## config.mk

```make
export PLATFORM = sky130hd
export DESIGN_NAME = mips_relocation_patcher
export DESIGN_NICKNAME = d
export VERILOG_FILES = /design/src/design/mrp_pkg.sv /design/src/design/mrp_apply.sv /design/src/design/mips_relocation_patcher.sv
export SDC_FILE = /design/constraint.sdc
export NUM_CORES = 1
export LEC_CHECK = 0
export BUFFER_PORTS_ARGS = -buffer_cell sky130_fd_sc_hd__buf_2
export CAP_MARGIN = 10
export CELL_PAD_IN_SITES_DETAIL_PLACEMENT = 0
export CELL_PAD_IN_SITES_GLOBAL_PLACEMENT = 2
export CORE_MARGIN = 5
export CORE_UTILIZATION = 36
export CTS_CLUSTER_DIAMETER = 80
export CTS_CLUSTER_SIZE = 8
export DETAILED_ROUTE_END_ITERATION = 6
export PLACE_DENSITY = 0.77
export SYNTH_ARGS = -nofsm -noshare
export SYNTH_HDL_FRONTEND = slang
export SYNTH_HIERARCHICAL = 1
export SYNTH_SLANG_ARGS = --single-unit
```

## constraint.sdc

```tcl
create_clock -name clk -period 8.3 [get_ports clk]
set_input_delay 1.245 -clock clk [delete_from_list [all_inputs] [get_ports clk]]
set_output_delay 1.245 -clock clk [all_outputs]
set_load 0.05 [all_outputs]
```

## src/design/mrp_pkg.sv

```systemverilog
// ============================================================================
// MIPS relocation patcher package
// Shared relocation type codes, status codes and configuration types.
// ============================================================================
package mrp_pkg;

    // Relocation types in the standard MIPS ELF numbering
    localparam logic [7:0] RT_32      = 8'd2;
    localparam logic [7:0] RT_26      = 8'd4;
    localparam logic [7:0] RT_HI16    = 8'd5;
    localparam logic [7:0] RT_LO16    = 8'd6;
    localparam logic [7:0] RT_GOT16   = 8'd9;
    localparam logic [7:0] RT_CALL16  = 8'd11;
    localparam logic [7:0] RT_GPREL32 = 8'd12;
    localparam logic [7:0] RT_JALR    = 8'd37;

    // Symbol kinds
    localparam logic [1:0] SYM_ORDINARY = 2'd0;
    localparam logic [1:0] SYM_LOCAL_GP = 2'd1;
    localparam logic [1:0] SYM_GP_DISP  = 2'd2;

    // Configuration register indexes
    localparam int CFG_IDX_W = 2;
    localparam logic [CFG_IDX_W-1:0] CFG_GOT_BASE     = 2'd0;
    localparam logic [CFG_IDX_W-1:0] CFG_GP_ZERO      = 2'd1;
    localparam logic [CFG_IDX_W-1:0] CFG_SEGMENT_BASE = 2'd2;
    localparam logic [CFG_IDX_W-1:0] CFG_SEGMENT_SIZE = 2'd3;

    localparam int FILL_W = 16;
    localparam int GOT_OFS_W = 15;

    typedef enum logic [1:0] {
        ST_OK          = 2'd0,
        ST_RANGE       = 2'd1,
        ST_UNSUPPORTED = 2'd2,
        ST_GOT_FULL    = 2'd3
    } status_t;

    typedef struct packed {
        logic [31:0] got_base;
        logic [31:0] gp_zero;
        logic [31:0] segment_base;
        logic [31:0] segment_size;
    } cfg_t;

    typedef struct packed {
        logic [7:0]  mode;
        logic [31:0] symbol_value;
        logic [1:0]  symbol_kind;
        logic        symbol_is_local;
        logic [31:0] place_offset;
        logic [31:0] original_word;
        logic        partner_found;
        logic [15:0] partner_low;
    } reloc_t;

    typedef struct packed {
        logic [31:0]          patched_word;
        logic                 got_write;
        logic [31:0]          got_entry_value;
        logic [GOT_OFS_W-1:0] got_entry_offset;
        status_t              status;
    } result_t;

endpackage

```

## src/design/mrp_apply.sv

```systemverilog
// ============================================================================
// MIPS relocation patcher: relocation arithmetic
// Computes the patched word, the GOT entry and the status for one word.
// ============================================================================
module mrp_apply
    import mrp_pkg::*;
#(
    parameter int GOT_BYTES = 32768
)
(
    input  reloc_t            rel,
    input  cfg_t              cfg,
    input  logic [FILL_W-1:0] fill,
    output result_t           res,
    output logic              got_take
);

    logic [31:0] place_addr;
    logic [31:0] sym;
    logic [31:0] partner;
    logic [31:0] low;
    logic [31:0] hi_sum;
    logic [31:0] j_sum;
    logic [31:0] local_got;
    logic        got_full;

    always_comb
    begin
        place_addr = cfg.segment_base + rel.place_offset;
        partner    = rel.partner_found ? {{16{rel.partner_low[15]}}, rel.partner_low} : 32'd0;
        low        = {16'd0, rel.original_word[15:0]};

        unique case (rel.symbol_kind)
            SYM_LOCAL_GP: sym = cfg.got_base;
            SYM_GP_DISP:  sym = cfg.got_base - place_addr
                                + ((rel.mode == RT_LO16) ? 32'd4 : 32'd0);
            default:      sym = rel.symbol_value;
        endcase

        // HI16 and local GOT16 share the rounded high-half sum.
        hi_sum    = {rel.original_word[15:0], 16'd0} + sym + 32'h0000_8000 + partner;
        local_got = {hi_sum[31:16], 16'd0};
        j_sum     = {4'd0, rel.original_word[25:0], 2'b00} + sym;
        got_full  = ({1'b0, fill} + 17'd4) > 17'(GOT_BYTES);

        res.patched_word     = rel.original_word;
        res.got_write        = 1'b0;
        res.got_entry_value  = 32'd0;
        res.got_entry_offset = '0;
        res.status           = ST_OK;
        got_take             = 1'b0;

        if (rel.place_offset > cfg.segment_size)
        begin
            res.status = ST_RANGE;
        end
        else
        begin
            unique case (rel.mode)
                RT_HI16:
                    res.patched_word = {rel.original_word[31:16], hi_sum[31:16]};
                RT_LO16:
                    res.patched_word = {rel.original_word[31:16],
                                        rel.original_word[15:0] + sym[15:0]};
                RT_32:
                    res.patched_word = rel.original_word + sym;
                RT_GPREL32:
                    res.patched_word = sym + rel.original_word + cfg.gp_zero - cfg.got_base;
                RT_26:
                    res.patched_word = {rel.original_word[31:26], j_sum[27:2]};
                RT_GOT16, RT_CALL16:
                begin
                    if (got_full)
                    begin
                        res.status = ST_GOT_FULL;
                    end
                    else
                    begin
                        got_take             = 1'b1;
                        res.got_write        = 1'b1;
                        res.got_entry_offset = fill[GOT_OFS_W-1:0];
                        res.patched_word     = {rel.original_word[31:16], fill};
                        if (rel.mode == RT_GOT16 && rel.symbol_is_local)
                            res.got_entry_value = local_got;
                        else
                            res.got_entry_value = sym + low;
                    end
                end
                RT_JALR:
                    res.patched_word = rel.original_word;
                default:
                    res.status = ST_UNSUPPORTED;
            endcase
        end
    end

endmodule

```

## src/design/mips_relocation_patcher.sv

```systemverilog
// ============================================================================
// MIPS relocation patcher
// Applies one MIPS32 ELF relocation per input word and emits one result word.
// ============================================================================
// The block takes one relocation word per clock while the output is not
// stalled and returns one result word for each relocation that it accepts.
// An input register holds the accepted word, a single level of relocation
// arithmetic (a few 32-bit adds, a compare and selection) follows it, and a
// result register drives the output, so the sustained rate is one word per
// cycle without output stalls. The running GOT fill offset is updated in
// the same cycle that a GOT16 or CALL16 word moves into the result
// register, so back-to-back GOT relocations see each other's offsets. The
// configuration registers are written through their own channel, which is
// always ready; they must only be changed while no relocation is in flight.
module mips_relocation_patcher
    import mrp_pkg::*;
#(
    parameter int GOT_BYTES = 32768
)
(
    input  logic                 clk,
    input  logic                 rst_n,

    input  logic                 in_valid,
    output logic                 in_stall,
    input  logic [7:0]           mode,
    input  logic [31:0]          symbol_value,
    input  logic [1:0]           symbol_kind,
    input  logic                 symbol_is_local,
    input  logic [31:0]          place_offset,
    input  logic [31:0]          original_word,
    input  logic                 partner_found,
    input  logic signed [15:0]   partner_low,

    output logic                 out_valid,
    input  logic                 out_stall,
    output logic [31:0]          patched_word,
    output logic                 got_write,
    output logic [31:0]          got_entry_value,
    output logic [GOT_OFS_W-1:0] got_entry_offset,
    output logic [1:0]           status,

    input  logic                 cfg_valid,
    output logic                 cfg_ready,
    input  logic [CFG_IDX_W-1:0] cfg_index,
    input  logic [31:0]          cfg_data
);

    cfg_t              cfg_reg;
    logic [FILL_W-1:0] fill_reg;
    logic [FILL_W-1:0] fill_next;
    logic              s1_valid_reg;
    reloc_t            s1_reg;
    logic              out_valid_reg;
    result_t           out_reg;
    result_t           res;
    logic              got_take;
    logic              out_load;
    logic              s1_load;

    // Configuration channel: always ready, one register per write.
    assign cfg_ready = 1'b1;

    always_ff @(posedge clk or negedge rst_n)
    begin
        if (!rst_n)
        begin
            cfg_reg <= '0;
        end
        else if (cfg_valid && cfg_ready)
        begin
            unique case (cfg_index)
                CFG_GOT_BASE:     cfg_reg.got_base     <= cfg_data;
                CFG_GP_ZERO:      cfg_reg.gp_zero      <= cfg_data;
                CFG_SEGMENT_BASE: cfg_reg.segment_base <= cfg_data;
                CFG_SEGMENT_SIZE: cfg_reg.segment_size <= cfg_data;
                default:          cfg_reg <= cfg_reg;
            endcase
        end
    end

    // The result register loads whenever the input register holds a word and it
    // is empty or being drained, and the input register loads whenever its content moves on or it is empty.
    assign out_load = s1_valid_reg && (!out_valid_reg || !out_stall);
    assign s1_load  = in_valid && !in_stall;
    assign in_stall = s1_valid_reg && out_valid_reg && out_stall;

    always_ff @(posedge clk or negedge rst_n)
    begin
        if (!rst_n)
            s1_valid_reg <= 1'b0;
        else if (s1_load)
            s1_valid_reg <= 1'b1;
        else if (out_load)
            s1_valid_reg <= 1'b0;
    end

    always_ff @(posedge clk)
    begin
        if (s1_load)
        begin
            s1_reg.mode            <= mode;
            s1_reg.symbol_value    <= symbol_value;
            s1_reg.symbol_kind     <= symbol_kind;
            s1_reg.symbol_is_local <= symbol_is_local;
            s1_reg.place_offset    <= place_offset;
            s1_reg.original_word   <= original_word;
            s1_reg.partner_found   <= partner_found;
            s1_reg.partner_low     <= partner_low;
        end
    end

    mrp_apply #(
        .GOT_BYTES (GOT_BYTES)
    ) u_apply (
        .rel      (s1_reg),
        .cfg      (cfg_reg),
        .fill     (fill_reg),
        .res      (res),
        .got_take (got_take)
    );

    // The fill offset advances by one GOT entry for every GOT write issued.
    assign fill_next = (out_load && got_take) ? fill_reg + FILL_W'(4) : fill_reg;

    always_ff @(posedge clk or negedge rst_n)
    begin
        if (!rst_n)
            fill_reg <= '0;
        else
            fill_reg <= fill_next;
    end

    always_ff @(posedge clk or negedge rst_n)
    begin
        if (!rst_n)
            out_valid_reg <= 1'b0;
        else if (out_load)
            out_valid_reg <= 1'b1;
        else if (!out_stall)
            out_valid_reg <= 1'b0;
    end

    always_ff @(posedge clk)
    begin
        if (out_load)
            out_reg <= res;
    end

    assign out_valid        = out_valid_reg;
    assign patched_word     = out_reg.patched_word;
    assign got_write        = out_reg.got_write;
    assign got_entry_value  = out_reg.got_entry_value;
    assign got_entry_offset = out_reg.got_entry_offset;
    assign status           = out_reg.status;

    // The fill offset never passes the GOT limit.
    a_fill_bound: assert property (@(posedge clk) disable iff (!rst_n)
        {1'b0, fill_reg} <= 17'(GOT_BYTES))
        else $error("GOT fill offset beyond GOT limit");

    // The fill offset only ever steps by one entry.
    a_fill_step: assert property (@(posedge clk) disable iff (!rst_n)
        fill_reg != $past(fill_reg) |-> fill_reg == $past(fill_reg) + FILL_W'(4))
        else $error("GOT fill offset changed by other than one entry");

    // A GOT write is only issued together with an ok status.
    a_got_ok: assert property (@(posedge clk) disable iff (!rst_n)
        out_valid && got_write |-> status == ST_OK)
        else $error("GOT write issued with an error status");

    // A GOT write that enters the result register advances the fill offset.
    a_fill_follows: assert property (@(posedge clk) disable iff (!rst_n)
        out_load && got_take |=> fill_reg[GOT_OFS_W-1:0]
                                 == out_reg.got_entry_offset + GOT_OFS_W'(4))
        else $error("GOT fill offset did not follow the issued entry");

endmodule
```

==> results of run 1 <==
cell type report:
| cell class | instances | area [µm²] | area share |
|---|---|---|---|
| diodes | 1 | 2.502 | 0.00008158 |
| repair buffers | 457 | 2821 | 0.09198 |
| clock inverters | 7 | 77.57 | 0.002529 |
| clock buffers | 85 | 1489 | 0.04854 |
| flip-flops and latches | 350 | 9789 | 0.3192 |
| multi-input cells | 1667 | 14350 | 0.4678 |
| inverters | 277 | 1041 | 0.03394 |
| well taps | 882 | 1104 | 0.03598 |
per-stage QoR:
stage	total power, mW	hold slack [ns]	TNS [ns]
final	11.13	0.4830	0
after global routing	12.00	0.5053	-0.1199
after CTS	10.78	0.4773	0
after detailed placement	8.578	0.4674	-3.567
after global placement	8.522	0.4677	-1.262
after floorplan	6.300	0.4455	0
cells in the final DEF, fill, tap and decap left out, types with 42 or more instances in the layout:
cell,instances
sky130_fd_sc_hd__xnor2_1,89
sky130_fd_sc_hd__xor2_1,48
sky130_fd_sc_hd__fa_1,80
sky130_fd_sc_hd__nand2_1,156
sky130_fd_sc_hd__edfxtp_1,206
sky130_fd_sc_hd__a21oi_1,138
sky130_fd_sc_hd__ha_1,209
sky130_fd_sc_hd__clkbuf_16,55
sky130_fd_sc_hd__nor2_1,94
sky130_fd_sc_hd__a21o_1,42
sky130_fd_sc_hd__and3_1,51
sky130_fd_sc_hd__dfrtp_1,144
sky130_fd_sc_hd__inv_1,274
sky130_fd_sc_hd__buf_2,245
sky130_fd_sc_hd__o21ai_0,84
sky130_fd_sc_hd__buf_4,211
sky130_fd_sc_hd__mux2_2,133
what timing repair did:
action                                  in CTS  in global routing
setup buffers                               13                 14
gates resized for setup                     32                 91
pin swaps                                   12                 49
endpoints found under the setup margin      13                 15
gates cloned                                 0                  0
cells by family (layout without fill, tap and decap cells):
family | after synthesis | after routing | synth area share
buffers and inverters | 338 | 826 | 0.05366
XOR/XNOR | 147 | 147 | 0.05185
other | 2 | 8 | 0.0003024
AND/OR/NAND/NOR | 535 | 535 | 0.1131
AO/OA/AOI/OAI | 527 | 527 | 0.1431
adder cells (fa/ha/maj) | 306 | 306 | 0.1787
flip-flops | 350 | 350 | 0.3942
multiplexers | 145 | 145 | 0.06515
worst paths after layout:
check | to | depth (start not counted) | slack (ns)
max | patched_word[30] | 38 | 0.31
min in group asynchronous | cfg_reg[92] | 1 | 0.66
min reg2reg | fill_reg[15] | 1 | 0.48
max reg2reg | patched_word[30] | 38 | 0.31
max in group asynchronous | cfg_reg[30] | 2 | 6.09
min | fill_reg[15] | 1 | 0.48
layer usage:
| layer | track usage | vias up | part of all wire |
|---|---|---|---|
| met3 | 0.02968 | 120 | 0.051 |
| li1 | - | 9350 | - |
| met1 | 0.2851 | 9471 | 0.45 |
| met4 | 0.06404 | 0 | 0.033 |
| met5 | 0 | - | 0 |
| met2 | 0.3371 | 494 | 0.46 |
power by group:
group | leakage, nW | switching, mW | internal, mW
sequential | 3.73 | 0.149 | 2.06
combinational | 9.42 | 3.80 | 3.11
clock | 0.746 | 0.791 | 1.22
total | 13.9 | 4.74 | 6.39
==> results.yml, run 1 <==
run_status:
  outcome: "completed"
synth:
  syn-mean-instance-area_um2: 10.57
  yosys.cell_types.count: 104
  postSynthCellCount: 2350
  post_synth_most_frequent_cells: "sky130_fd_sc_hd__inv_1 (275), sky130_fd_sc_hd__ha_1 (225), sky130_fd_sc_hd__edfxtp_1 (206), sky130_fd_sc_hd__nand2_1 (157), sky130_fd_sc_hd__a21oi_1 (155)"
  netlist_area_um2: 24830
  synth.top_cells.by_area: "sky130_fd_sc_hd__edfxtp_1 (25%), sky130_fd_sc_hd__dfrtp_1 (15%), sky130_fd_sc_hd__ha_1 (11%)"
  post_synthesis_async_set_or_reset_flop_share: 0.4114
  yosys_warnings: 6
  ys_seq_area_frac: 0.3942
  synthFlopType: "sky130_fd_sc_hd__edfxtp_1"
  netlist.top_cell.by_area: "sky130_fd_sc_hd__edfxtp_1"
  netlist.area_leader.share: 0.2491
  ys_ff_latch: 350
  synth_enable_flop_cells: 206
  post-synth-top-count-cell: "sky130_fd_sc_hd__inv_1"
place:
  dp_hpwl_um: 63760
  dpl_worst_slack_ns: -0.5485
  dpl_cell_area_um2: 28310
  placedCellCount: 3606
  placement.io_buffers: 246
  gpl_congestion: 0.9040
drt:
  routed_wire_length_per_instance_um: 21.14
  detail_route.first_pass.iterations: 5
  ant_nets: 0
  dr.first_iter.drc_count: 1239
  via_count: 19435
  avgViaCountPerCell: 5.216
  finalWirelength_um: 78760
  drcViolationCount: 0
setup_path:
  worstSetupStartpointType: "flip-flop"
  critical_path_at_ns: 8.30
  crit_start: "s1_reg[123]"
  reg2reg_from: "s1_reg[123]"
  worst_path_max_delay_cell: "sky130_fd_sc_hd__fa_1"
  critPathMaxFanout: 4
  cp_slowest_stage_delay_ns: 0.49
  critical_path_endpoint_category: "flip-flop"
  critical_path_required_ns: 8.61
  path_common_cell: "sky130_fd_sc_hd__buf_4"
  path_buf_inv: 4
  crit_type: "reg -> reg"
  timing.critical_path.max_delay_family: "compound AO/OA/AOI/OAI gates"
timing:
  worst_slew_pin_slew_ns: 1.153
  finalSetupViolCount: 0
  clock-skew-final_ns: 0.03052
  number_of_pins_exceeding_their_max_slew_limit_in_the_final_report: 0
  layout_setup_ws_ns: 0.3100
  max_slew_margin: 0.2232
  final.min_clock_period_ns: 7.990
  fmaxAchievable_ghz: 0.1252
  timing_hold_violations_final: 0
  final.period_utilization: 0.9626
floorplan:
  cell_rows: 96
  initial_core_util: 0.3627
  die-area_um2: 74330
  top_level_ports: 248
  die_x_um: 272.6
  placeableCoreArea_um2: 68470
  die_h_um: 272.6
flow_run:
  max-cap-violations: 0
layout:
  final_area_um2: 30670
  syn_to_final_growth_pct: 23.53
  largest_register_ffs: 128
  final_cells: 3726
  filler_cell_count: 6562
  final_core_utilization: 0.4480
  num-nets-final: 3275
  drive_above_1_share: 0.2786
clocking:
  clock_buffers_created_by_tritoncts: 53
  cts_hold_buf: 0
  cts_buffer_depth: 3
  htree_levels: 2
  clk_transition_reported_paths_ns: 0.05
  cts_root_buf: "sky130_fd_sc_hd__clkbuf_16"
  tritoncts_clock_tree: "yes"
  cts_sinks: 350
  clk_latency_ns: 0.60
global_route:
  number_of_antenna_violations_at_the_first_check_in_global_routing: 0
  grt_first_pass_wirelength_um: 118900
  pin_count_of_the_biggest_net_entering_global_routing: 74
  grt.total_usage: 0.2063
  first_global_vias: 19950
  globalRoute.totalOverflow: 0
hold_path:
  launch_instance_of_the_worst_min_delay_path: "fill_reg[15]"
  hp-class: "reg -> reg"
power:
  ir_worst_vdd_uv: 198.4
  cellLeakagePower_nw: 13.89
  cellPowerDensity_nw_per_um2: 362.9
No activity file was read; power rests on OpenSTA's default activity.
==> run 2: changes to the inputs <==
--- a/config.mk
+++ b/config.mk
@@ -5,7 +5,7 @@
 export SDC_FILE = /design/constraint.sdc
 export NUM_CORES = 1
 export LEC_CHECK = 0
-export BUFFER_PORTS_ARGS = -buffer_cell sky130_fd_sc_hd__buf_2
+export BUFFER_PORTS_ARGS = -buffer_cell sky130_fd_sc_hd__buf_4
 export CAP_MARGIN = 10
 export CELL_PAD_IN_SITES_DETAIL_PLACEMENT = 0
 export CELL_PAD_IN_SITES_GLOBAL_PLACEMENT = 2
==> results.yml, run 2 (synthesized netlist as in run 1, its figures left out) <==
floorplan:
  top_level_ports: 248
  initial_core_util: 0.3627
  cell_rows: 96
  die_h_um: 272.6
  placeableCoreArea_um2: 68470
  die-area_um2: 74330
  die_x_um: 272.6
setup_path:
  critPathCapture: "patched_word[31]"
  worst_r2r_path_depth: 38
  path_common_cell: "sky130_fd_sc_hd__buf_4"
  reg2reg_from: "s1_reg[122]"
  worstSetupPathDepth: 38
  crit_type: "reg -> reg"
  timing.reg2reg.setup_slack_ns: 0.28
  path_buf_inv: 8
  critical_path_at_ns: 8.32
  crit_start: "s1_reg[122]"
  worst_path_max_delay_cell: "sky130_fd_sc_hd__fa_1"
  cp_slowest_stage_delay_ns: 0.47
  r2r-end: "patched_word[31]"
  timing.critical_path.max_delay_family: "compound AO/OA/AOI/OAI gates"
  critical_path_endpoint_category: "flip-flop"
  worstSetupStartpointType: "flip-flop"
  critPathMaxFanout: 6
  critical_path_required_ns: 8.61
power:
  swShare: 0.4225
  net-switching-power_mw: 4.554
  total_power_mw: 10.78
  comb_power_share: 0.609
  ir_worst_vdd_uv: 182.3
  cellLeakagePower_nw: 13.88
  share_clk_of_total_power: 0.186
  cellPowerDensity_nw_per_um2: 349.7
  seq_power_share: 0.206
  internal_power_mw: 6.223
drt:
  via_count: 19422
  avgViaCountPerCell: 5.263
  drcViolationCount: 0
  detail_route.first_pass.iterations: 5
  finalWirelength_um: 80140
  dr.first_iter.drc_count: 1376
  ant_nets: 0
  routed_wire_length_per_instance_um: 21.72
clocking:
  cts_root_buf: "sky130_fd_sc_hd__clkbuf_16"
  clk_transition_reported_paths_ns: 0.05
  clock_buffers_created_by_tritoncts: 53
  cts_buffer_depth: 3
  clk_latency_ns: 0.59
  cts_sinks: 350
  tritoncts_clock_tree: "yes"
  cts_hold_buf: 0
  htree_levels: 2
hold_path:
  hold_depth: 1
  hp-class: "reg -> reg"
global_route:
  number_of_antenna_violations_at_the_first_check_in_global_routing: 0
  first_global_vias: 19758
  grt_first_pass_wirelength_um: 119900
  grt.total_usage: 0.2089
  globalRoute.totalOverflow: 0
  pin_count_of_the_biggest_net_entering_global_routing: 74
timing:
  final.min_clock_period_ns: 8.016
  final.hold.worst_slack_ns: 0.4952
  worst_slew_pin_slew_ns: 1.230
  fmaxAchievable_ghz: 0.1247
  finalSetupViolCount: 0
  layout_setup_ws_ns: 0.2837
  number_of_pins_exceeding_their_max_slew_limit_in_the_final_report: 0
  clock-skew-final_ns: 0.02355
  timing_hold_violations_final: 0
  final.period_utilization: 0.9658
  max_slew_margin: 0.1710
layout:
  final_cells: 3690
  syn_to_final_growth_pct: 24.12
  commonest_non_fill_non_tap_cell_in_the_layout: "sky130_fd_sc_hd__buf_4"
  final_area_um2: 30820
  drive_above_1_share: 0.2604
  filler_cell_count: 6457
  largest_register_ffs: 128
  num-nets-final: 3239
  mostFrequentLayoutCells: "sky130_fd_sc_hd__buf_4 (420), sky130_fd_sc_hd__inv_1 (274), sky130_fd_sc_hd__ha_1 (217), sky130_fd_sc_hd__edfxtp_1 (206), sky130_fd_sc_hd__nand2_1 (155)"
flow_run:
  max-cap-violations: 0
place:
  gpl_congestion: 0.9143
  placement.io_buffers: 246
  dpl_cell_area_um2: 28690
  dpl_worst_slack_ns: -0.2652
  dp_hpwl_um: 65310
  placedCellCount: 3575
run_status:
  outcome: "completed"
-- run 2: worst min-delay path by stage --
| stage | end | start | slack [ns] |
|---|---|---|---|
| after CTS | fill_reg[15] | fill_reg[15] | 0.49 |
| after global routing | fill_reg[15] | fill_reg[15] | 0.51 |
| after detailed placement | fill_reg[15] | fill_reg[15] | 0.47 |
| after global placement | fill_reg[15] | fill_reg[15] | 0.47 |
| after floorplan | fill_reg[15] | fill_reg[15] | 0.45 |
| final | fill_reg[15] | fill_reg[15] | 0.50 |
-- run 2: repair_timing --
item / CTS / global route
resized for setup: 7 / 87
endpoints found under the setup margin: 9 / 19
buffers inserted: 10 / 12
pin swaps: 7 / 44
-- run 2: area by class of cell --
class,instances,area (µm²),share of cell area
Multi-Input combinational cell,1667,14170,0.4597
Sequential cell,350,9789,0.3176
Timing Repair Buffer,421,3164,0.1027
Clock buffer,85,1466,0.04758
Tap cell,882,1104,0.03581
Inverter,277,1041,0.03378
Clock inverter,7,85.08,0.002761
Antenna cell,1,2.502,0.00008120
-- run 2: layer usage --
| metal | vias to the layer above | wire (µm) | share of wire | track usage |
|---|---|---|---|---|
| li1 | 9306 | - | - | - |
| met1 | 9470 | 36490 | 0.46 | 0.2875 |
| met4 | 0 | 2718 | 0.034 | 0.06765 |
| met3 | 120 | 3949 | 0.049 | 0.02959 |
| met2 | 526 | 36980 | 0.46 | 0.3416 |
| met5 | - | 0 | 0 | 0 |
-- run 2: metrics by stage --
stage | setup TNS [ns] | util
after floorplan | 0 | -
after global placement | -0.09001 | 0.4191
after detailed placement | -1.094 | 0.4191
after CTS | -0.003019 | 0.4433
after global routing | -0.1170 | 0.4501
final | 0 | 0.4501
-- run 2: power groups by stage --
stage / Clock [mW] / Combinational, mW / Sequential (mW)
after floorplan: 0 / 4.01 / 2.29
after global placement: 0 / 6.11 / 2.24
after detailed placement: 0 / 6.15 / 2.25
after CTS: 2.07 / 6.25 / 2.22
after global routing: 2.14 / 7.23 / 2.24
final: 2.00 / 6.56 / 2.22
